## config.mk

```make
export PLATFORM = sky130hd
export DESIGN_NAME = qte_cordic_cell
export DESIGN_NICKNAME = d
export VERILOG_FILES = /design/src/rtl/qte_pkg.sv /design/src/rtl/qte_cordic_cell.sv
export SDC_FILE = /design/constraint.sdc
export NUM_CORES = 1
export LEC_CHECK = 0
export BUFFER_PORTS_ARGS = -buffer_cell sky130_fd_sc_hd__buf_2
export CORE_MARGIN = 2
export CORE_UTILIZATION = 40
export CTS_CLUSTER_DIAMETER = 150
export DETAILED_ROUTE_END_ITERATION = 12
export GPL_ROUTABILITY_DRIVEN = 0
export PLACE_DENSITY = 0.64
export SLEW_MARGIN = 20
export SYNTH_ARGS = -nofsm -noshare
export SYNTH_HDL_FRONTEND = slang
export SYNTH_SLANG_ARGS = --single-unit
```

## constraint.sdc

```tcl
create_clock -name clock -period 7.1 [get_ports clock]
set_input_delay 2.13 -clock clock [delete_from_list [all_inputs] [get_ports clock]]
set_output_delay 2.13 -clock clock [all_outputs]
set_load 0.02 [all_outputs]
```

## src/rtl/qte_pkg.sv

```systemverilog
// Shared types, constants and helper functions for the quaternion to Euler angle block.
// Used by the square-root cells, the CORDIC cells and the top level; depends on nothing.
`default_nettype none
package qte_pkg;

   localparam int W_IN   = 16;
   localparam int W_PROD = 32;
   localparam int W_OPER = 34;
   localparam int W_T    = 31;
   localparam int W_VEC  = 38;
   localparam int W_ANG  = 34;
   localparam int W_SQ   = 62;
   localparam int W_Q13  = 17;

   localparam int ISQ_STAGES = 31;

   localparam logic signed [W_ANG-1:0] HALF_PI_Q30    = W_ANG'(64'sd1686629713);
   localparam logic signed [W_ANG-1:0] QUARTER_PI_Q30 = W_ANG'(64'sd843314857);
   localparam logic signed [W_Q13-1:0] PI_Q13         = W_Q13'(25736);
   localparam logic signed [W_Q13-1:0] HALF_PI_Q13    = W_Q13'(12868);
   localparam logic [W_SQ-1:0]         ONE_Q60        = W_SQ'(1) << 60;
   localparam logic signed [W_OPER-1:0] UNIT_Q30      = W_OPER'(1) << 30;

   typedef struct packed {
      logic signed [W_VEC-1:0] x;
      logic signed [W_VEC-1:0] y;
      logic signed [W_ANG-1:0] z;
      logic                    zero;
   } cordic_vec_type;

   typedef struct packed {
      logic [W_SQ-1:0] n;
      logic [W_SQ-1:0] res;
   } isq_type;

   typedef struct packed {
      logic signed [W_OPER-1:0] yaw_n;
      logic signed [W_OPER-1:0] yaw_d;
      logic signed [W_OPER-1:0] roll_n;
      logic signed [W_OPER-1:0] roll_d;
      logic signed [W_T-1:0]    t;
      logic                     clamp_pos;
      logic                     clamp_neg;
   } side_type;

   // Floor quotient of two constants, one quotient bit per shift and subtract step.
   function automatic longint unsigned udiv_const(input longint unsigned num,
                                                  input longint unsigned den);
      longint unsigned quo;
      longint unsigned rem;
      int b;
      quo = 0;
      rem = 0;
      for (b = 63; b >= 0; b--) begin
         rem = {rem[62:0], num[b]};
         if (rem >= den) begin
            rem    = rem - den;
            quo[b] = 1'b1;
         end
      end
      return quo;
   endfunction

   // Rounded atan(2^-i) in the 2^30 angle scale, worked out at elaboration.
   function automatic longint atan_step(input int i);
      longint unsigned sum;
      longint unsigned term;
      int k;
      bit plus;
      sum  = 0;
      plus = 1'b1;
      if (i == 0) return longint'(QUARTER_PI_Q30);
      for (k = 1; k * i <= 60; k += 2) begin
         term = udiv_const(64'd1 << (60 - k * i), longint'(k));
         sum  = plus ? sum + term : sum - term;
         plus = !plus;
      end
      return longint'((sum + (64'd1 << 29)) >> 30);
   endfunction

   // Turns a left half-plane vector by a quarter turn before the stages.
   function automatic cordic_vec_type prerotate(input logic signed [W_VEC-1:0] y,
                                                input logic signed [W_VEC-1:0] x);
      cordic_vec_type v;
      v.zero = (x == '0) && (y == '0);
      v.x = x;
      v.y = y;
      v.z = '0;
      if (x < 0) begin
         if (y >= 0) begin
            v.x = y;
            v.y = -x;
            v.z = HALF_PI_Q30;
         end else begin
            v.x = -y;
            v.y = x;
            v.z = -HALF_PI_Q30;
         end
      end
      return v;
   endfunction

   // Rounds a 2^30 scale angle to Q3.13 and saturates it to plus or minus lim.
   function automatic logic signed [W_Q13-1:0] to_q13(input logic signed [W_ANG-1:0] a,
                                                     input logic signed [W_Q13-1:0] lim);
      logic signed [W_ANG:0]    sum;
      logic signed [W_ANG-17:0] r;
      logic signed [W_ANG-17:0] lim_x;
      sum   = (W_ANG+1)'(a) + (W_ANG+1)'(65536);
      r     = (W_ANG-16)'(sum >>> 17);
      lim_x = (W_ANG-16)'(lim);
      if (r > lim_x) r = lim_x;
      if (r < -lim_x) r = -lim_x;
      return W_Q13'(r);
   endfunction

endpackage
`default_nettype wire

```

## src/rtl/qte_cordic_cell.sv

```systemverilog
// One vectoring CORDIC micro-rotation cell with its own fixed angle step.
// Depends on qte_pkg for the vector struct and the angle table function.
`default_nettype none
module qte_cordic_cell
   import qte_pkg::*;
#(
   parameter int STAGE = 0
) (
   input  wire            clock,
   input  wire            en,
   input  cordic_vec_type v_in,
   output cordic_vec_type v_out
);

   localparam logic signed [W_ANG-1:0] ANGLE = W_ANG'(atan_step(STAGE));

   cordic_vec_type v_ff;
   cordic_vec_type v_nx_in;
   logic signed [W_VEC-1:0] xs;
   logic signed [W_VEC-1:0] ys;

   always_comb begin
      xs = v_in.x >>> STAGE;
      ys = v_in.y >>> STAGE;
      v_nx_in.zero = v_in.zero;
      if (v_in.y >= 0) begin
         v_nx_in.x = v_in.x + ys;
         v_nx_in.y = v_in.y - xs;
         v_nx_in.z = v_in.z + ANGLE;
      end else begin
         v_nx_in.x = v_in.x - ys;
         v_nx_in.y = v_in.y + xs;
         v_nx_in.z = v_in.z - ANGLE;
      end
   end

   always_ff @(posedge clock) begin
      if (en) v_ff <= v_nx_in;
   end

   assign v_out = v_ff;

endmodule
`default_nettype wire

```

Word-level counts from Yosys, hierarchy flattened

Index checks and enable logic that the tools add are counted.

Multiplexer cells: 1
Order comparisons: 1
Add/sub/neg operators: 5

Operator list:

| kind                     | count |
|---|---|
| $mux W110                | 1 |
| $sub A38 B38 Y38         | 2 |
| $add A38 B38 Y38         | 1 |
| $ge A38 B1 Y1 const B    | 1 |
| $add A34 B31 Y34 const B | 1 |
| $sub A34 B31 Y34 const B | 1 |

Input port bits: 113
Register bits after elaboration: 111

Depth between registers and ports, before layout

Depth after elaboration: 2
Depth in mapped cells: 19
Mapped depth without buffers: 13

Worst setup path before layout

OpenSTA, ideal clock, no wires.

Path kind: input port to flip-flop
From: input v_in[72] (netlist bit)
To: register v_ff (netlist bit v_out[33]) (data pin)
Buffers on the path: 7
Required time: 6.842 ns
Library setup time: 0.258 ns
Data arrival time: 5.858 ns
Setup slack: 0.984 ns
Stages on the path: 19
Cell sequence: buf_6 buf_6 clkinv_1 clkbuf_1 buf_1 clkbuf_1 buf_2 ha_1 clkbuf_1 a21o_1 a21o_1 a211o_1 nor3_1 o31ai_2 o211ai_1 and3_1 nor4_1 or2_1 xor2_1

RTL lines:

| element                | RTL line              | RTL |
|---|---|---|
| start: declaration     | qte_cordic_cell.sv:11 | `input cordic_vec_type v_in,` |
| end signal: assignment | qte_cordic_cell.sv:38 | `if (en) v_ff <= v_nx_in;` |
| end: declaration       | qte_cordic_cell.sv:17 | `cordic_vec_type v_ff;` |

==> flow_metrics.py <==
metrics = {
    "timing": {
        "slew_viol_final": 0,
        "fin_crit_sh_pct": 81.03,
        "tightest_slew_ps": 975.3,
        "maxSlewHeadroom_pct": 34.98,
        "setup_tns_ps": 0,
        "setup_violations": 0,
        "clock.fmax_mhz": 173.8,
        "rsz0062_at_grt": "no",
        "finalHoldViolations": 0,
        "min_period_ps": 5753,
    },
    "pwr": {
        "total_power_uw": 2524,
        "clock_power_share_pct": 21.2,
        "comb_power_share_pct": 43.5,
        "p_per_area_nw_per_um2": 186.2,
        "p_seq_share_pct": 35.3,
        "switchingPower_uw": 994.4,
        "p_sw_share_pct": 39.40,
        "p_int_uw": 1530,
        "p_leak_uw": 0.005903,
        "ir_worst_vdd_uv": 124.1,
    },
    "critical_path": {
        "required_ps": 7220,
        "path_delay_family": "compound AO/OA/AOI/OAI gates",
        "cp-start-kind": "primary input",
        "crit_fanout": 56,
        "crit_start": "v_in[72]",
        "critPathMaxStageDelay_ps": 580,
        "end_kind": "flop",
        "path_buf_inv": 2,
        "crit_chain": "buf_4, clkinv_2, ha_1, a21oi_1, o21ai_0, maj3_1, or3_1, o21ai_0, o22ai_1, a21oi_1, o21ai_1, mux2i_1, xnor2_1",
        "crit_type": "primary input to flop",
        "cpMaxStageDelayCell": "clkinv_2",
        "crit_arrival_ps": 5880,
    },
    "final_layout": {
        "regArea_um2": 3303,
        "nets": 1824,
        "largest_reg_flops": 110,
        "fin_util_pct": 45.87,
        "postLayoutCellArea_um2": 13560,
        "fillers": 2940,
        "multi_input_area_um2": 7824,
        "drive_gt1_share_pct": 17.96,
        "layoutNonFillerInstCount": 1978,
        "area_growth_syn_to_layout_pct": 13.35,
    },
    "hold_path": {
        "hp-class": "primary input to flop",
        "min_from": "v_in[0]",
    },
    "synth": {
        "ys_warn_count": 0,
        "ys_seq_area_share_pct": 27.62,
        "synth_cells": 1418,
        "synth-edff-count": 110,
        "syn_area_per_cell_um2": 8.435,
        "syn-num-nets": 1660,
        "async_flop_share_pct": 0,
        "synth_flop_cell": "edfxtp_1",
        "syn_area_um2": 11960,
        "post_synth_num_cell_types": 96,
        "ys_ff_latch": 110,
    },
    "clock_network": {
        "cts_hold_buf": 0,
        "cts.sinks": 110,
        "clk_path_buf_depth": 2,
        "cts_tree": "done",
        "clk_pin_slew_ps": 70,
        "cts_root_buf": "clkbuf_16",
        "htree_num_levels": 3,
        "post-cts-setup-buffer-count": 0,
        "numCtsBuffers": 9,
        "post_cts_resized": 0,
    },
    "global_route": {
        "grt_pass1_wl_um": 56030,
        "grt_usage_pct": 22.47,
        "grt_pass1_vias": 10730,
        "antenna_found_initial": 2,
        "overflow": 0,
        "grt_max_degree": 70,
    },
    "flow_run": {
        "drv_cap": 0,
    },
    "drt": {
        "drc": 0,
        "via_per_inst": 5.723,
        "drt-pass1-iter-count": 5,
        "drt-initial-drc-count": 1174,
        "drt-total-wl_um": 35780,
        "vias": 11320,
        "route.antenna.remaining_nets": 0,
        "wire_per_inst_um": 18.09,
    },
    "floorplanning": {
        "die_w_um": 176.9,
        "core-area_um2": 29560,
        "row_count": 63,
        "io_pins": 224,
        "die_h_um": 176.9,
        "dieArea_um2": 31300,
        "start_util_pct": 40.47,
    },
    "run_status": {
        "outcome": "complete, no violations",
    },
    "placement": {
        "io_buffers": 223,
        "place_area_um2": 13260,
        "dp_hpwl_um": 27870,
        "dp.cells": 1961,
    },
}
-- through the flow --
step                      hold WS (ps)  setup slack [ps]
final                             1934              1347
after global routing              1928              1072
after CTS                         1920              1398
after detailed placement          2309             985.3
after global placement            2311              1056
after floorplan                   2229             984.0
-- final timing paths --
check	cells past startpoint	endpoint	slack (ps)
setup / recovery	13	v_out[32]$_DFFE_PP_	1350
hold / removal	1	v_out[0]$_DFFE_PP_	1930
-- cells in the mapped netlist (all sizes together) (7+ instances only) --
library cell,number,share of area [%]
a211oi,12,0.79
a21o,30,1.9
a21oi,167,7.0
a31oi,18,0.99
and2,8,0.43
and3,9,0.47
buf,35,1.6
clkbuf,38,1.2
edfxtp,110,28
ha,126,13
inv,128,4.0
mux2i,26,2.2
nand2,74,2.3
nand2b,21,1.1
nand3,17,0.71
nand4,17,0.89
nor2,125,3.9
nor2b,18,1.0
nor3,20,0.84
nor4,12,0.81
o211ai,16,1.0
o21a,11,0.69
o21ai,99,4.2
o21bai,33,2.1
o22ai,8,0.42
o31a,7,0.51
o31ai,16,1.3
or2,8,0.44
xnor2,93,6.8
xor2,21,1.6
-- per-layer routing --
metal,part of all wire [%],GRT usage (%),vias up
met2,46,36.26,526
li1,-,-,5419
met4,3.0,7.541,2
met1,44,30.82,5292
met5,0.036,0,-
met3,7.5,3.243,82
-- cell families (layout without fill, tap and decap cells) --
logic type                 after synthesis  count (layout)  synth area share (%)
and+or+nand+nor                        348             348                 14.29
muxes                                   27              27                 2.270
DFF                                    110             110                 27.62
adders and majority gates              130             130                 13.77
AOI/OAI and AO/OA                      483             483                 26.67
buffers and inverters                  206             375                 6.977
other                                    0               1                     0
xor gates and xnor gates               114             114                 8.410
-- cell type report --
cell class | count | share of cell area (%)
clock buffers | 9 | 1.661
well taps | 390 | 3.599
clock inverters | 7 | 0.5260
multi-input cells | 1102 | 57.71
diodes | 1 | 0.01846
flip-flops and latches | 110 | 24.36
inverters | 133 | 3.691
repair buffers | 226 | 8.435
-- cell usage in the layout (no fill, tap or decap), types with 20 or more instances in the layout --
| cell type | n |
|---|---|
| edfxtp_1 | 110 |
| nand2_1 | 74 |
| xor2_1 | 20 |
| nand2b_1 | 21 |
| a21o_1 | 30 |
| a21oi_1 | 166 |
| inv_1 | 124 |
| buf_2 | 221 |
| ha_1 | 126 |
| xnor2_1 | 93 |
| o21ai_0 | 94 |
| mux2i_1 | 26 |
| nor2_1 | 124 |
| nor3_1 | 20 |
| o21bai_1 | 33 |
-- power by group through the flow --
| stage | registers [uW] | logic (uW) | clock network, uW |
|---|---|---|---|
| global placement | 905 | 1080 | 0 |
| CTS | 893 | 1090 | 549 |
| finish | 890 | 1100 | 536 |
| detailed placement | 905 | 1080 | 0 |
| floorplan | 1040 | 614 | 0 |
| global route | 902 | 1190 | 572 |
Note: power is estimated with default switching activity, not from simulation.
